### config.mk
export PLATFORM = sky130hd
export DESIGN_NAME = ota_image_receiver_crc32_top
export DESIGN_NICKNAME = d
export VERILOG_FILES = /design/src/hdl/otarx_pkg.sv /design/src/hdl/otarx_crc32.sv /design/src/hdl/otarx_core.sv /design/src/hdl/ota_image_receiver_crc32_top.sv
export SDC_FILE = /design/constraint.sdc
export NUM_CORES = 1
export LEC_CHECK = 0
export BUFFER_PORTS_ARGS = -buffer_cell sky130_fd_sc_hd__buf_2
export CAP_MARGIN = 0
export CELL_PAD_IN_SITES_DETAIL_PLACEMENT = 1
export CELL_PAD_IN_SITES_GLOBAL_PLACEMENT = 1
export CORE_MARGIN = 2
export CORE_UTILIZATION = 40
export CTS_CLUSTER_SIZE = 25
export DETAILED_ROUTE_END_ITERATION = 7
export HOLD_SLACK_MARGIN = 0.02
export MAX_ROUTING_LAYER = met4
export PLACE_DENSITY_LB_ADDON = 0.1
export RECOVER_POWER = 50
export SETUP_SLACK_MARGIN = 0.3
export SLEW_MARGIN = 20
export SYNTH_ARGS = -nofsm -noshare
export SYNTH_HDL_FRONTEND = slang
export SYNTH_HIERARCHICAL = 1
export SYNTH_SLANG_ARGS = --single-unit
### constraint.sdc
create_clock -name i_clk -period 10.45 [get_ports i_clk]
set_input_delay 2.09 -clock i_clk [delete_from_list [all_inputs] [get_ports i_clk]]
set_output_delay 2.09 -clock i_clk [all_outputs]
set_load 0.02 [all_outputs]
### src/hdl/otarx_pkg.sv
package otarx_pkg;

    localparam int BYTE_W  = 8;
    localparam int WORD_W  = 32;
    localparam int COUNT_W = 20;
    localparam int PART_W  = 24;
    localparam int FILL_W  = 2;

    typedef logic [1:0]         t_cmd;
    typedef logic [1:0]         t_status;
    typedef logic [WORD_W-1:0]  t_word;
    typedef logic [COUNT_W-1:0] t_count;

    // Command codes
    localparam t_cmd CMD_START  = 2'd0;
    localparam t_cmd CMD_HEADER = 2'd1;
    localparam t_cmd CMD_DATA   = 2'd2;
    localparam t_cmd CMD_COMMIT = 2'd3;

    // Status codes
    localparam t_status STATUS_BUSY = 2'd0;
    localparam t_status STATUS_OK   = 2'd1;
    localparam t_status STATUS_FAIL = 2'd2;

    // Configuration register indexes
    localparam logic CFG_IMAGE_SIZE   = 1'b0;
    localparam logic CFG_EXPECTED_CRC = 1'b1;

    localparam t_word CRC_INIT = 32'hFFFF_FFFF;
    localparam t_word CRC_POLY = 32'h04C1_1DB7;
    localparam t_word CRC_MSB  = 32'h8000_0000;

    // Largest image accepted at start; image_size is clamped to it.
    localparam logic [24:0] MAX_IMAGE_BYTES = 25'd524288;

    typedef struct packed {
        t_cmd                cmd;
        logic [BYTE_W-1:0]   packet_length;
        logic [BYTE_W-1:0]   data_byte;
        logic                write_ok;
    } t_item;

    typedef struct packed {
        t_status status;
        t_count  bytes_left;
        t_word   crc_value;
    } t_result;

    // Column i holds the 32-shift CRC image of a word with only bit i set.
    typedef logic [WORD_W-1:0][WORD_W-1:0] t_crc_mat;

    function automatic t_crc_mat f_crc_mat();
        t_crc_mat m;
        t_word    c;
        for (int i = 0; i < WORD_W; i++) begin
            c = t_word'(1) << i;
            for (int s = 0; s < WORD_W; s++) begin
                if ((c & CRC_MSB) != '0) begin
                    c = (c << 1) ^ CRC_POLY;
                end else begin
                    c = c << 1;
                end
            end
            m[i] = c;
        end
        return m;
    endfunction

    localparam t_crc_mat CRC_MAT = f_crc_mat();

endpackage

### src/hdl/otarx_crc32.sv
module otarx_crc32 (
    input  otarx_pkg::t_word i_crc,
    input  otarx_pkg::t_word i_word,
    output otarx_pkg::t_word o_crc
);

    otarx_pkg::t_word x;

    // XOR in the word, then apply the fixed 32-shift network column by column.
    always_comb begin
        x     = i_crc ^ i_word;
        o_crc = '0;
        for (int i = 0; i < otarx_pkg::WORD_W; i++) begin
            if (x[i]) begin
                o_crc = o_crc ^ otarx_pkg::CRC_MAT[i];
            end
        end
    end

endmodule

### src/hdl/otarx_core.sv
module otarx_core (
    input  logic                     i_clk,
    input  logic                     i_rst_n,
    input  logic                     i_cfg_we,
    input  logic                     i_cfg_index,
    input  otarx_pkg::t_word         i_cfg_data,
    input  logic                     i_fire,
    input  otarx_pkg::t_item         i_item,
    output logic                     o_has_result,
    output otarx_pkg::t_result       o_result
);

    localparam int BW = otarx_pkg::BYTE_W;
    localparam int PW = otarx_pkg::PART_W;
    localparam int FW = otarx_pkg::FILL_W;

    otarx_pkg::t_count r_image_size;
    otarx_pkg::t_word  r_expected_crc;

    otarx_pkg::t_count r_remaining, n_remaining;
    otarx_pkg::t_word  r_crc, n_crc;
    logic [PW-1:0]     r_part, n_part;
    logic [FW-1:0]     r_fill, n_fill;
    otarx_pkg::t_word  r_saved_crc, n_saved_crc;
    logic [PW-1:0]     r_saved_part, n_saved_part;
    logic [FW-1:0]     r_saved_fill, n_saved_fill;
    logic [BW-1:0]     r_open_len, n_open_len;
    logic [BW-1:0]     r_open_seen, n_open_seen;
    logic              r_open, n_open;

    otarx_pkg::t_word  word_crc;
    otarx_pkg::t_count start_count;
    otarx_pkg::t_count plen_ext;
    otarx_pkg::t_status status;

    otarx_crc32 u_crc32 (
        .i_crc  (r_crc),
        .i_word ({i_item.data_byte, r_part}),
        .o_crc  (word_crc)
    );

    always_ff @(posedge i_clk) begin
        if (!i_rst_n) begin
            r_image_size   <= '0;
            r_expected_crc <= '0;
        end else if (i_cfg_we) begin
            case (i_cfg_index)
                otarx_pkg::CFG_IMAGE_SIZE:   r_image_size   <= i_cfg_data[otarx_pkg::COUNT_W-1:0];
                otarx_pkg::CFG_EXPECTED_CRC: r_expected_crc <= i_cfg_data;
                default: ;
            endcase
        end
    end

    assign start_count = ({5'b0, r_image_size} > otarx_pkg::MAX_IMAGE_BYTES)
                       ? otarx_pkg::MAX_IMAGE_BYTES[otarx_pkg::COUNT_W-1:0]
                       : r_image_size;
    assign plen_ext    = otarx_pkg::t_count'(i_item.packet_length);

    always_comb begin
        n_remaining  = r_remaining;
        n_crc        = r_crc;
        n_part       = r_part;
        n_fill       = r_fill;
        n_saved_crc  = r_saved_crc;
        n_saved_part = r_saved_part;
        n_saved_fill = r_saved_fill;
        n_open_len   = r_open_len;
        n_open_seen  = r_open_seen;
        n_open       = r_open;
        status       = otarx_pkg::STATUS_BUSY;

        case (i_item.cmd)
            otarx_pkg::CMD_DATA: begin
                if (r_open && (r_open_seen < r_open_len)) begin
                    if (r_fill == 2'd3) begin
                        n_crc  = word_crc;
                        n_part = '0;
                        n_fill = '0;
                    end else begin
                        n_part = r_part | (PW'(i_item.data_byte) << {r_fill, 3'b000});
                        n_fill = r_fill + 2'd1;
                    end
                    n_open_seen = r_open_seen + 8'd1;
                end
            end
            otarx_pkg::CMD_START: begin
                n_remaining  = start_count;
                n_crc        = otarx_pkg::CRC_INIT;
                n_part       = '0;
                n_fill       = '0;
                n_saved_crc  = otarx_pkg::CRC_INIT;
                n_saved_part = '0;
                n_saved_fill = '0;
                n_open_len   = '0;
                n_open_seen  = '0;
                n_open       = 1'b0;
            end
            otarx_pkg::CMD_HEADER: begin
                // Drop an open packet before taking the new header.
                if (r_open) begin
                    n_crc  = r_saved_crc;
                    n_part = r_saved_part;
                    n_fill = r_saved_fill;
                    n_open = 1'b0;
                end
                if (plen_ext > r_remaining) begin
                    n_remaining = '0;
                    status      = otarx_pkg::STATUS_FAIL;
                end else begin
                    n_saved_crc  = n_crc;
                    n_saved_part = n_part;
                    n_saved_fill = n_fill;
                    n_open_len   = i_item.packet_length;
                    n_open_seen  = '0;
                    n_open       = 1'b1;
                end
            end
            otarx_pkg::CMD_COMMIT: begin
                if (!r_open) begin
                    status = otarx_pkg::STATUS_FAIL;
                end else if (!i_item.write_ok || (r_open_seen != r_open_len)) begin
                    n_crc  = r_saved_crc;
                    n_part = r_saved_part;
                    n_fill = r_saved_fill;
                    n_open = 1'b0;
                    status = otarx_pkg::STATUS_FAIL;
                end else begin
                    n_open = 1'b0;
                    if (otarx_pkg::t_count'(r_open_len) > r_remaining) begin
                        n_remaining = '0;
                    end else begin
                        n_remaining = r_remaining - otarx_pkg::t_count'(r_open_len);
                    end
                    if (n_remaining == '0) begin
                        status = (r_crc == r_expected_crc) ? otarx_pkg::STATUS_OK
                                                           : otarx_pkg::STATUS_FAIL;
                    end
                end
            end
            default: ;
        endcase
    end

    assign o_has_result        = (i_item.cmd != otarx_pkg::CMD_DATA);
    assign o_result.status     = status;
    assign o_result.bytes_left = n_remaining;
    assign o_result.crc_value  = n_open ? n_saved_crc : n_crc;

    always_ff @(posedge i_clk) begin
        if (!i_rst_n) begin
            r_remaining  <= '0;
            r_crc        <= otarx_pkg::CRC_INIT;
            r_part       <= '0;
            r_fill       <= '0;
            r_saved_crc  <= otarx_pkg::CRC_INIT;
            r_saved_part <= '0;
            r_saved_fill <= '0;
            r_open_len   <= '0;
            r_open_seen  <= '0;
            r_open       <= 1'b0;
        end else if (i_fire) begin
            r_remaining  <= n_remaining;
            r_crc        <= n_crc;
            r_part       <= n_part;
            r_fill       <= n_fill;
            r_saved_crc  <= n_saved_crc;
            r_saved_part <= n_saved_part;
            r_saved_fill <= n_saved_fill;
            r_open_len   <= n_open_len;
            r_open_seen  <= n_open_seen;
            r_open       <= n_open;
        end
    end

endmodule

### src/hdl/ota_image_receiver_crc32_top.sv
// Firmware image receiver with a running word-wise CRC-32 check.
//
// Input channel (i_valid / o_stall): one request per cycle carries a command
// (start, packet header, data byte, commit) with its packet length, data byte
// and write_ok fields. A request is taken at a clock edge with i_valid high
// and o_stall low.
// Output channel (o_valid / i_stall): start, header and commit requests each
// give one result (status, bytes_left, crc_value); data bytes give none.
// Configuration: i_cfg_we writes i_cfg_data into register i_cfg_index
// (0 image_size, 1 expected_crc); write only while no request is in flight.
//
// Throughput: one request per cycle while no stalled result blocks the input
// register; the update between the input register and the result register is
// combinational (the 32-shift CRC is a fixed XOR network). A request waits in
// the input register, and its result is loaded into the result register.
// Reset (synchronous, active low) empties both registers, clears the counters
// and sets the CRC to all ones. While i_stall holds a result, the input
// register keeps one more request and then raises o_stall.
module ota_image_receiver_crc32_top (
    input  logic        i_clk,
    input  logic        i_rst_n,
    input  logic        i_cfg_we,
    input  logic        i_cfg_index,
    input  logic [31:0] i_cfg_data,
    input  logic        i_valid,
    output logic        o_stall,
    input  logic [1:0]  i_cmd,
    input  logic [7:0]  i_packet_length,
    input  logic [7:0]  i_data_byte,
    input  logic        i_write_ok,
    output logic        o_valid,
    input  logic        i_stall,
    output logic [1:0]  o_status,
    output logic [19:0] o_bytes_left,
    output logic [31:0] o_crc_value
);

    logic               r_in_valid;
    otarx_pkg::t_item   r_item;
    logic               r_out_valid;
    otarx_pkg::t_result r_result;

    logic               advance;
    logic               fire;
    logic               has_result;
    otarx_pkg::t_result result;

    // Advance when the result register is empty or being drained.
    assign advance = !r_out_valid || !i_stall;
    assign fire    = r_in_valid && advance;
    assign o_stall = r_in_valid && !advance;

    // Input register: load on acceptance, empty once the request is processed.
    always_ff @(posedge i_clk) begin
        if (!i_rst_n) begin
            r_in_valid <= 1'b0;
        end else if (i_valid && !o_stall) begin
            r_in_valid <= 1'b1;
        end else if (advance) begin
            r_in_valid <= 1'b0;
        end
    end

    always_ff @(posedge i_clk) begin
        if (i_valid && !o_stall) begin
            r_item.cmd           <= i_cmd;
            r_item.packet_length <= i_packet_length;
            r_item.data_byte     <= i_data_byte;
            r_item.write_ok      <= i_write_ok;
        end
    end

    otarx_core u_core (
        .i_clk        (i_clk),
        .i_rst_n      (i_rst_n),
        .i_cfg_we     (i_cfg_we),
        .i_cfg_index  (i_cfg_index),
        .i_cfg_data   (i_cfg_data),
        .i_fire       (fire),
        .i_item       (r_item),
        .o_has_result (has_result),
        .o_result     (result)
    );

    // Result register: hold while stalled, drop once taken.
    always_ff @(posedge i_clk) begin
        if (!i_rst_n) begin
            r_out_valid <= 1'b0;
        end else if (fire && has_result) begin
            r_out_valid <= 1'b1;
        end else if (!i_stall) begin
            r_out_valid <= 1'b0;
        end
    end

    always_ff @(posedge i_clk) begin
        if (fire && has_result) begin
            r_result <= result;
        end
    end

    assign o_valid      = r_out_valid;
    assign o_status     = r_result.status;
    assign o_bytes_left = r_result.bytes_left;
    assign o_crc_value  = r_result.crc_value;

endmodule

==> Word-level counts from Yosys, hierarchy flattened <==
Index checks and enable logic that the tools add are counted.
Widths: inputs -> output; s select.
{ "totals": {"wordCells": 181, "register_bits": 280, "output_inout_bits": 56} }
{ "classes": {"bitwise": 34, "magnitude_cmp": 4, "n_eq_ne": 12, "add_sub_neg": 3, "shifts": 1, "n_reduce_logical": 23, "n_mux": 83} }
{ "op_table": {"columns": ["cell", "n"], "rows": [
  ["$mux 32", 20],
  ["$mux 31", 6],
  ["$mux 20", 8],
  ["$mux 24", 6],
  ["$pmux 32 s4", 1],
  ["$mux 30", 4],
  ["$not 13->13", 9],
  ["$pmux 24 s4", 1],
  ["$mux 29", 3],
  ["$not 14->14", 5],
  ["$pmux 32 s2", 1],
  ["$not 15->15", 4],
  ["$pmux 20 s3", 1],
  ["$mux 28", 2],
  ["$mux 27", 2],
  ["$not 12->12", 4],
  ["$not 16->16", 3],
  ["$pmux 24 s2", 1],
  ["$gt 8x20->1", 2],
  ["$not 18->18", 2],
  ["$eq 32x32->1", 1],
  ["$xor 32x32->32", 1],
  ["$mux 26", 1],
  ["$mux 25", 1],
  ["other kinds (35)", 71]
]} }

==> Longest topological paths before layout <==
Gate-level depths: netlist of run 1.
{ "depth": {"depth_word": 68, "mapped_depth": 12, "mapped_depth_nobuf": 10} }

==> Cells and area by module <==
The synthesis of run 1 kept the hierarchy.
{ "modules_own_cells": {"columns": ["module", "area_per_inst_um2", "cells_per_inst", "instances"], "rows": [
  ["otarx_core", 10715.3, 1251, 1],
  ["otarx_crc32", 2752.6, 241, 1],
  ["ota_image_receiver_crc32_top", 2283.4, 83, 1]
]} }

==> Least setup slack after synthesis of run 1 <==
Ideal clock, no wire load.
{ "synth_timing": {"kind": "input-to-reg", "start": "input i_stall", "end": "register r_result, in the netlist o_bytes_left[0], enable pin", "slack_ps": 5222, "n_path_buf": 0, "t_arrival_ps": 4744, "stages": 1, "cell_sequence": "a21oi_1"} }
{ "synth_via": {"elab_chain_len": 4} }
{ "synth_rtl": {"columns": ["item", "line_no", "rtl"], "rows": [
  ["start, declared", "ota_image_receiver_crc32_top.sv:32", "input logic i_stall,"],
  ["$logic_not 1->1", null, null],
  ["$logic_or 1x1->1", "ota_image_receiver_crc32_top.sv:49", "assign advance = !r_out_valid || !i_stall;"],
  ["$logic_and 1x1->1", "ota_image_receiver_crc32_top.sv:50", "assign fire = r_in_valid && advance;"],
  ["$logic_and 1x1->1", "ota_image_receiver_crc32_top.sv:97", "if (fire && has_result) begin"],
  ["end signal, assigned", "ota_image_receiver_crc32_top.sv:98", "r_result <= result;"],
  ["end, declared", "ota_image_receiver_crc32_top.sv:41", "otarx_pkg::t_result r_result;"]
]} }
No other way between the ends.
A chain may end at the register's enable or synchronous reset.

==> impl_summary.md, run 1 <==
Outcome
The run finished, with violations left. The final reports fail on capacitance limit, slew limit.

Clock network
The worst-case clock buffer depth is 3. Once the clock tree was built, the setup fixing pass inserted 0 buffers. The clock insertion delay at the later pin of the skew report is 540 ps. The root buffer cell chosen for the clock tree is sky130_fd_sc_hd__clkbuf_16. In this run the number of H-tree levels came out at 2.

For this design, the sink count on the clock tree is 280. In this run, CTS created clock tree buffers numbering 34. The clock-pin slew on the worst setup and hold paths is 50 ps.

The CTS tree is done. Post-CTS repair changed the size of 0 cells. The number of buffers inserted by hold repair at cts is 0.

GRT
The pin count of the biggest net entering global routing is 103. The initial antenna violation count was 0. The aggregate global routing overflow is 0. The via count of the first global-routing pass is 13000. The first global-routing pass estimated 81800 um of wire. The total global routing track utilization is 27.0%.

Critical path
In this design, the largest share of critical-path delay is due to buffers and inverters. The maximum fanout encountered on the critical timing path is 102. On the critical path, the stage with the largest delay is an instance of sky130_fd_sc_hd__clkbuf_1. The critical path runs through a total of 4 cells. The number of buffers and inverters on the critical path is 2. Among the stages of the critical path, the cell type that occurs most often is sky130_fd_sc_hd__clkbuf_1. Across all register-to-register paths, the minimum setup slack is 6030 ps. The worst path arrival time is 7380 ps.

By startpoint and endpoint, the worst setup path is classified as input port to flop. In this design, the stage delay of the slowest critical-path cell is 3070 ps. The depth of the worst register-to-register path is 6. The startpoint class of the critical path is an input port. The required arrival time at the worst endpoint is 10900 ps. The critical path goes through clkbuf_1 > clkbuf_1 > and4_4 > a22o_1. The critical path endpoint category is a flop.

Route
The final wirelength is 53800 um. The first-pass iteration count of the detailed router is 5. For this block, the initial DRC count from the detailed router was 958. The via count is 12700. After detailed routing, the number of vias per cell comes to 5.77.

Once detail routing completed, the nets flagged for antenna violations numbered 0. For this run, design rule violations remaining after detail routing come to 0. Dividing the detail-routed wire length by the instance count gives 24.5 um.

Cells and area
The area taken by flip-flops and latches is 0.00634 sq mm. The area overhead of the layout relative to synthesis is 12.6%. The count of cells in the finished layout, fillers not included, comes to 2194.

The number of nets in the final layout is 1734. The layout cell share with drive strength beyond 1 is 12.9%. For this run, the share of the core covered by cells in the final layout is 45.8%. The multi-input combinational cell area is 0.00889 sq mm. The final-layout fill cell count is 4383.

Synth
For this run, the leading register cell type out of synthesis is sky130_fd_sc_hd__dfxtp_1. Yosys instantiated no cell more often than sky130_fd_sc_hd__nand2_1. During synthesis, Yosys emitted a total of 6 warnings. The synthesized design contains 280 register bits. sky130_fd_sc_hd__dfxtp_1 takes more of the synthesized area than any other cell. By count the netlist is led by sky130_fd_sc_hd__nand2_1, sky130_fd_sc_hd__dfxtp_1, sky130_fd_sc_hd__xnor2_1, sky130_fd_sc_hd__edfxtp_1, sky130_fd_sc_hd__a21boi_0.

By area the synthesized netlist is led by sky130_fd_sc_hd__dfxtp_1, sky130_fd_sc_hd__edfxtp_1, sky130_fd_sc_hd__xnor2_1. Of the synthesized area, sequential elements account for 40.2%. The share of the synthesized area in the top cell type is 26.3%. The mapped netlist covers 0.0158 sq mm.

Synthesis handed over a netlist of 1575 instances. The number of flops mapped to enable cells by yosys is 73. Synthesis produced a netlist with a net count of 1659. The post-synthesis cell type count is 84. After synthesis, the share of flip-flops with an asynchronous set or reset is 0%. The mean cell area of the mapped netlist is 10.0 sq um.

Timing
After layout, the minimum clock period comes to 6920 ps. The number of slew-limit violations in the final report was 178. Once routing completed, OpenROAD measured the worst setup slack at 3530 ps. For the pin with the worst max-slew slack, the measured transition is 4310 ps. The worst clock skew is 24.6 ps.

The number of hold-slack violations in the final timing report came to 0. The achievable clock frequency is 144 MHz. The fraction of the cycle the final worst path needs is 66.2%.

The number of setup violations in the final report is 0. The sum of negative setup slack is 0 ps. Headroom to the max-slew limit came out at -187%. Setup repair after global routing left no endpoint under its margin.

Pwr
After layout, the design draws a total of 0.00293 W. The reported leakage power is 6.13 nW. In this run the power density over the cells is 165 mW/mm^2. The worst IR drop on VDD is 0.000137 V.

Placed design
Once detailed placement completed, the half-perimeter wirelength came to 39300 um. Prior to clock tree synthesis, the placed netlist has a worst setup slack of 4900 ps. Port buffering added 112 buffers. The routability congestion estimate from global placement is 0.951. The cell total after placement is 2132.

Min path
The path class of the lowest-slack min-delay path is flop to flop. The cell depth of the worst hold path is 2.

Floorplanning
The number of I/O pins is 113. After floorplanning, the core was divided into 72 placement rows. The die is 202 um tall. The total die area is 0.0410 sq mm. The width of the die is 202 um. The total area inside the core boundary comes to 0.0387 sq mm. The initial utilization of the core area, before any placement, comes to 40.7%.

Job
Across the run, the number of max-cap violations was 3.
## tightest hold or removal path: cells and delay by family (launching register included)
kind | cells | cell delay, ps
AND/OR/NAND/NOR | 1 | 50
flip-flops | 1 | 310
AO/OA/AOI/OAI | 1 | 60
## stage by stage
stage	instance area (sq um)	hold WS (ps)
floorplan	15800	441
global placement	16700	449
detailed placement	16700	459
CTS	17800	466
global route	17700	490
finish	17700	469
## flip-flops by register name (all words and copies together), names as in the netlist
register               count
o_bytes_left              20
o_crc_value               32
o_status                   2
o_valid                    1
r_in_valid                 1
r_item                    19
u_core/r_crc              32
u_core/r_expected_crc     32
u_core/r_fill              2
u_core/r_image_size       20
u_core/r_open              1
u_core/r_open_len          8
u_core/r_open_seen         8
u_core/r_part             24
u_core/r_remaining        20
u_core/r_saved_crc        32
u_core/r_saved_fill        2
u_core/r_saved_part       24
## kinds of logic after synthesis
logic type               count (synthesis)  synth area share, %
AO/OA/AOI/OAI                          428                 21.1
XOR/XNOR                               282                 19.8
adder cells (fa/ha/maj)                 27                 2.19
buffers and inverters                  122                 3.45
flip-flops                             280                 40.2
multiplexers                             8                0.524
AND/OR/NAND/NOR                        428                 12.8
## routing by layer
layer / global-route usage [%] / vias up / routed length, um
li1: - / 5894 / -
met1: 38.0 / 6388 / 26500
met2: 39.8 / 323 / 23500
met3: 5.08 / 63 / 2630
met4: 7.04 / 0 / 1130
met5: - / - / 0
## power breakdown
group          switching [W]  total (W)  internal [W]  leakage (nW)
combinational       0.000327   0.000538      0.000211          3.29
clock               0.000474    0.00120      0.000729         0.552
sequential         0.0000406    0.00118       0.00114          2.29
## cells in the final DEF, fill, tap and decap left out, drive strengths merged, types with 46 or more instances in the layout
cell type | netlist | layout
buf | 29 | 74
o2bb2ai | 49 | 49
dfxtp | 207 | 207
nand2 | 235 | 235
nor2 | 46 | 46
xnor2 | 195 | 195
xor2 | 67 | 67
edfxtp | 73 | 73
o21ai | 48 | 48
clkbuf | 64 | 102
a21boi | 67 | 67
## worst paths after layout
| kind | from | endpoint |
|---|---|---|
| max reg2reg | r_item[18] | o_crc_value[8] |
| min | u_core/r_open_len[4] | u_core/r_open_len[4] |
| max | i_rst_n | u_core/r_saved_part[15] |
| min reg2reg | u_core/r_open_len[4] | u_core/r_open_len[4] |
## cell type report
class | instances | area share, %
multi-input cells | 1173 | 50.1
flip-flops and latches | 280 | 35.7
clock buffers | 44 | 5.25
well taps | 518 | 3.65
repair buffers | 132 | 3.56
clock inverters | 17 | 1.06
inverters | 29 | 0.614
diodes | 1 | 0.0141
Power figures use the tool's default switching activity.
==> run 2: changes to the inputs <==
Clock period 10.45 ns to 6 ns, I/O delays scaled along.
==> impl_summary.md, run 2 (synthesized netlist as in run 1, its figures left out) <==
Clock network
The number of buffers inserted by hold repair at cts is 0. The clock sink count is 280. The H-tree depth is 2. The number of CTS-inserted buffers is 35. TritonCTS built the clock tree. The post-CTS setup repair buffer count is 0. At the later pin of the worst-skew pair, clock insertion delay measures 550 ps.

The clock-pin slew on the worst setup and hold paths is 60 ps. CTS placed an instance of sky130_fd_sc_hd__clkbuf_16 at the clock tree root. In this run, post-CTS repair resized a total of 0 instances. The clock passes through at most 3 buffers.

Route
After the first detailed-routing iteration, the DRC count stood at 925. The first detailed-routing pass ran for 5 iterations. The number of design rule violations left after detail routing is 0. Dividing the detail-routed wire length by the instance count gives 24.9 um. Dividing the detail-routed via count by the number of cells gives 5.83. Once detail routing completed, the nets flagged for antenna violations numbered 0.

Wires add up to 54600 um. The via count is 12800.

Pwr
The reported leakage power is 6.17 nW. The worst-case IR drop observed on VDD is 0.000202 V. The total power divided by cell area is 293 mW/mm^2.

The final total power is 0.00521 W.

GRT
The pin count of the biggest net entering global routing is 89. The via count of the first global-routing pass is 12700. The first global-routing pass estimated 82300 um of wire. The aggregate global routing overflow is 0.

The initial antenna violation count is 0. The total global routing track utilization is 27.4%.

Cells and area
The library cell used most frequently in the layout, excluding fill and tap cells, is sky130_fd_sc_hd__nand2_1. The layout cell share with drive strength beyond 1 is 13.2%. The area overhead of the layout relative to synthesis is 13.1%. The library cells used most frequently in the layout, excluding fill and tap cells, are sky130_fd_sc_hd__nand2_1, sky130_fd_sc_hd__dfxtp_1, sky130_fd_sc_hd__xnor2_1, sky130_fd_sc_hd__edfxtp_1. The final layout contains 1737 nets.

Excluding fillers, the count of instances in the completed layout stands at 2196. The antenna diode count is 0.

Outcome
The flow ran to the end, but the final reports show violations. The final reports fail on capacitance limit, slew limit.

Floorplanning
The cell row count is 72. The initial utilization of the core area, before any placement, comes to 40.7%. The floorplan step set the die width to 202 um. During I/O placement, the number of pins put on the boundary was 113. From bottom edge to top edge, the die measures 202 um.

The standard cell core area is 0.0387 sq mm. The die covers 0.0410 sq mm.

Timing
The worst hold slack across all endpoints is 466 ps. Setup repair after global routing left no endpoint under its margin. The number of setup violations in the final report is 0. The transition time at the pin with the least slew margin is 2110 ps. The achievable clock frequency is 223 MHz. The post-layout minimum cycle time is 4480 ps. The headroom to the max-slew limit is -40.6%. The number of hold-slack violations in the final timing report is 0.

Setup total negative slack on the finished layout was measured at 0 ps. Across all setup checks in the final design, the least slack found is 1520 ps. Of the available clock period, the critical path in the final layout requires 74.7%. The number of slew-limit violations in the final report was 234. The worst clock skew is 16.9 ps.

Critical path
The worst setup slack for register-to-register paths is 1530 ps. The first element of the critical path is i_rst_n. The worst setup path is launched from an input port.

The depth of the worst register-to-register path is 8. The required arrival time at the worst endpoint is 6440 ps. STA classifies the critical path endpoint as a flop. The reg-to-reg critical path startpoint is u_core/r_remaining[8]. The endpoint of the most critical register-to-register path is o_crc_value[2].

By startpoint and endpoint, the worst setup path is classified as input port to flop. The signal on the critical path passes through clkbuf_1 > clkbuf_2 > nor2b_1 > buf_4 > o2bb2ai_1. The slowest stage of the critical path is the sky130_fd_sc_hd__clkbuf_1 cell.

On the worst path, the slowest cell contributes a delay of 1480 ps. The end point of the critical path is u_core/r_part[14]. The maximum fanout encountered on the critical timing path is 88. For the worst setup path, the data arrival time is 4920 ps.

Placed design
Once placement completed, the tool counted placed cells totaling 2134. Routability-driven placement finished with a final weighted congestion of 0.933. The port buffer count is 112. The sum of net half-perimeters after detailed placement is 39300 um. Timing analysis after detailed placement gives a worst setup slack of 2010 ps.

Min path
The worst hold path belongs to the class flop to flop.

Job
Across the run, the number of max-cap violations was 5.
run 2: final cells by class:
cell class,instances,area [sq um]
timing repair buffer,134,644
clock inverter,14,156
clock buffer,48,1040
multi-input combinational,1173,8870
fill,4386,20900
inverter,29,109
sequential,280,6340
tap,518,648
run 2: routing by layer:
layer / up-vias / GRT usage, % / wire length (um)
li1: 5891 / - / -
met1: 6490 / 39.5 / 26800
met2: 358 / 39.5 / 23500
met3: 65 / 4.05 / 2900
met4: 0 / 7.95 / 1360
met5: - / - / 0
run 2: power by group:
group / internal [W] / total [W] / switching, W
clock: 0.00134 / 0.00221 / 0.000869
combinational: 0.000368 / 0.000941 / 0.000573
sequential: 0.00199 / 0.00206 / 0.0000693
run 2: worst min-delay path by stage:
| stage | endpoint | slack, ps | cells past startpoint | start |
|---|---|---|---|---|
| final | u_core/r_open_len[2] | 470 | 2 | u_core/r_open_len[2] |
| after global routing | u_core/r_saved_part[15] | 500 | 1 | u_core/r_saved_part[15] |
| after CTS | u_core/r_open_len[2] | 460 | 2 | u_core/r_open_len[2] |
| after detailed placement | u_core/r_open_len[2] | 460 | 2 | u_core/r_open_len[2] |
| after global placement | u_core/r_open_len[5] | 450 | 2 | u_core/r_open_len[5] |
| after floorplan | u_core/r_open_len[2] | 440 | 2 | u_core/r_open_len[2] |
run 2: worst max-delay path: cells and delay by family:
| kind | cells | cell delay [ps] |
|---|---|---|
| simple gates | 1 | 260 |
| buf+inv | 3 | 3270 |
| compound gates | 1 | 150 |
run 2: metrics by stage:
step | utilization [%] | instance area (sq um)
6_report | 46.0 | 17800
5_1_grt | 46.0 | 17800
4_1_cts | 46.3 | 17900
3_5_place_dp | 43.2 | 16700
3_3_place_gp | 43.2 | 16700
2_1_floorplan | - | 15800
==> run 3: changes to the inputs <==
Clock period 6 ns to 3.67 ns, I/O delays scaled along.
==> impl_summary.md, run 3 (synthesized netlist as in run 1, its figures left out) <==
Floorplanning
The cell row count is 72. The die height is 202 um. From left edge to right edge, the die measures 202 um. The floorplan step defined a die boundary enclosing 0.0410 sq mm. The standard cell core area is 0.0387 sq mm. For this configuration, the core starts out at a cell density of 40.7%. The number of I/O pins is 113.

Route
After detailed routing, the number of vias per cell comes to 5.79. The average routed wire per standard cell is 25.0 um. After detailed routing, the number of remaining DRC violations is 0. The final wirelength is 55500 um. The pre-antenna-repair detailed-routing pass consisted of 5 iterations. The via count is 12900. The detailed router's first-iteration violation count is 912. The post-detailed-route count of antenna-violating nets is 0.

Cells and area
In the layout the commonest cells are sky130_fd_sc_hd__nand2_1, sky130_fd_sc_hd__dfxtp_1, sky130_fd_sc_hd__xnor2_1, sky130_fd_sc_hd__edfxtp_1, sky130_fd_sc_hd__clkbuf_1. The layout cell share with drive strength beyond 1 is 14.4%. The filler cells instantiated in the layout total 4381. After routing the design area is 0.0180 sq mm. Compared with the post-synthesis result, the final layout area differs by 14.3%.

The final layout contains 1763 nets. The most common cell after layout, fill and taps aside is sky130_fd_sc_hd__nand2_1.

Timing
Setup repair after global routing left no endpoint under its margin. The number of slew-limit violations in the final report came to 98. The sum of negative setup slack is 0 ps.

The headroom to the max-slew limit is -41.1%. The clock arrives with 22.3 ps of skew. Setup violations remaining at the end of the flow were counted as 0. The number of hold-slack violations in the final timing report is 0.

The post-layout minimum cycle time is 3350 ps. For this run, the top clock speed supported by timing is 299 MHz. Dividing the final minimum period by the clock period gives 91.3%. At the pin with the least slew margin, the transition time is 2120 ps.

Clock network
TritonCTS built the clock tree. In this run the number of H-tree levels came out at 2. The number of buffers inserted by hold repair at cts is 0. The clock sink count is 280. In this run, CTS created clock tree buffers numbering 35.

The worst-case clock buffer depth is 3. The root buffer cell chosen for the clock tree is sky130_fd_sc_hd__clkbuf_16. The clock insertion delay at the later pin of the skew report is 550 ps. The post-CTS resize count is 1. The post-CTS setup repair buffer count is 0. The clock-pin slew on the worst setup and hold paths is 60 ps.

Critical path
The setup path with the least slack is of type flop to flop. The library cell contributing the largest single delay on the critical path is sky130_fd_sc_hd__nor4_1. STA classifies the critical path startpoint as a flop. The worst path arrival time is 3770 ps. The largest stage delay on the critical path is 610 ps. At the worst endpoint, the required time is 4090 ps. The gate family responsible for the most delay along the worst path is simple AND/OR/NAND/NOR gates. Of all nets on the critical path, the largest fanout is 26. Together, buffers and inverters on the worst path number 4. The signal on the critical path passes through inv_1 > nor2_2 > inv_1 > nor4_1 > a21oi_1 > nor2_2 > buf_4 > nor2b_1 > buf_4 > o2bb2ai_1. The critical path endpoint category is a flop.

GRT
The aggregate global routing overflow is 0. The total global routing track utilization is 27.8%. The via count of the first global-routing pass is 13000. The first global-routing pass estimated 83500 um of wire. The initial antenna violation count is 2. The pin count of the biggest net entering global routing is 89.

Min path
The path class of the lowest-slack min-delay path is input port to flop.

Outcome
The flow ran to the end, but the final reports show violations. The final reports fail on capacitance limit, slew limit.

Placed design
In this run the cell area measured after placement is 0.0169 sq mm. Buffers placed on the I/O ports in this run total 112. The sum of net half-perimeters after detailed placement is 40500 um. The routability congestion estimate from global placement is 0.960.

Job
The number of max-cap violations is 2.

Pwr
Across the VDD grid, the largest voltage drop is 0.000356 V. In this run the power density over the cells is 473 mW/mm^2. The reported leakage power is 6.28 nW.
[run 3: changes by cell type in the layout (fill, tap and decap cells not counted), moves of 2 or more]
cell                       before  now
sky130_fd_sc_hd__buf_4         19   44
sky130_fd_sc_hd__clkinv_2       7    2
sky130_fd_sc_hd__clkbuf_1      65   67
sky130_fd_sc_hd__clkbuf_8       3    5
sky130_fd_sc_hd__clkinv_1       0    2
sky130_fd_sc_hd__diode_2        0    2
sky130_fd_sc_hd__inv_4          0    2
[run 3: power breakdown]
group	total, W	switching, W	internal [W]	leakage, nW
Sequential	0.00336	0.000110	0.00325	2.29
Combinational	0.00159	0.000962	0.000628	3.43
Clock	0.00355	0.00143	0.00213	0.565
Total	0.00851	0.00250	0.00601	6.28
[run 3: worst paths after layout]
check	startpoint	end	slack [ps]	cells after the start
hold reg to reg	u_core/r_open_len[5]	u_core/r_open_len[5]	470	2
setup / recovery	r_item[18]	u_core/r_part[3]	320	10
setup reg to reg	r_item[18]	u_core/r_part[3]	320	10
hold / removal	i_cmd[0]	r_item[17]	350	1
[run 3: worst register-to-register path, cell delays in order, from the launching register on]
cell                        delay [ps]
sky130_fd_sc_hd__edfxtp_1          370
sky130_fd_sc_hd__inv_1             160
sky130_fd_sc_hd__nor2_2            420
sky130_fd_sc_hd__inv_1             290
sky130_fd_sc_hd__nor4_1            610
sky130_fd_sc_hd__a21oi_1           330
sky130_fd_sc_hd__nor2_2            160
sky130_fd_sc_hd__buf_4             360
sky130_fd_sc_hd__nor2b_1           100
sky130_fd_sc_hd__buf_4             240
sky130_fd_sc_hd__o2bb2ai_1         180
[run 3: metal layers]
layer / up-vias / GRT usage (%) / share of wire, %
met2: 360 / 40.3 / 43
met4: 0 / 8.52 / 2.7
met1: 6475 / 39.9 / 49
li1: 5957 / - / -
met3: 79 / 3.97 / 5.1
met5: - / - / 0
[run 3: layout make-up]
| class | instances | area [sq um] | area share [%] |
|---|---|---|---|
| clock buffer | 50 | 1050 | 5.81 |
| sequential | 280 | 6340 | 35.2 |
| timing repair buffer | 160 | 851 | 4.73 |
| clock inverter | 11 | 114 | 0.632 |
| multi-input combinational | 1173 | 8890 | 49.4 |
| antenna | 2 | 5.00 | 0.0278 |
| inverter | 29 | 109 | 0.605 |
| tap | 518 | 648 | 3.60 |
[run 3: metrics by stage]
stage	hold slack (ps)	total power, W	utilization (%)	cells	setup slack, ps
final	352	0.00851	46.5	2223	321
after global routing	342	0.00882	46.5	2223	190
after CTS	328	0.00857	46.7	2221	531
after detailed placement	457	0.00500	43.7	2160	301
after global placement	453	0.00499	43.7	2160	291
after floorplan	441	0.00448	-	1575	937
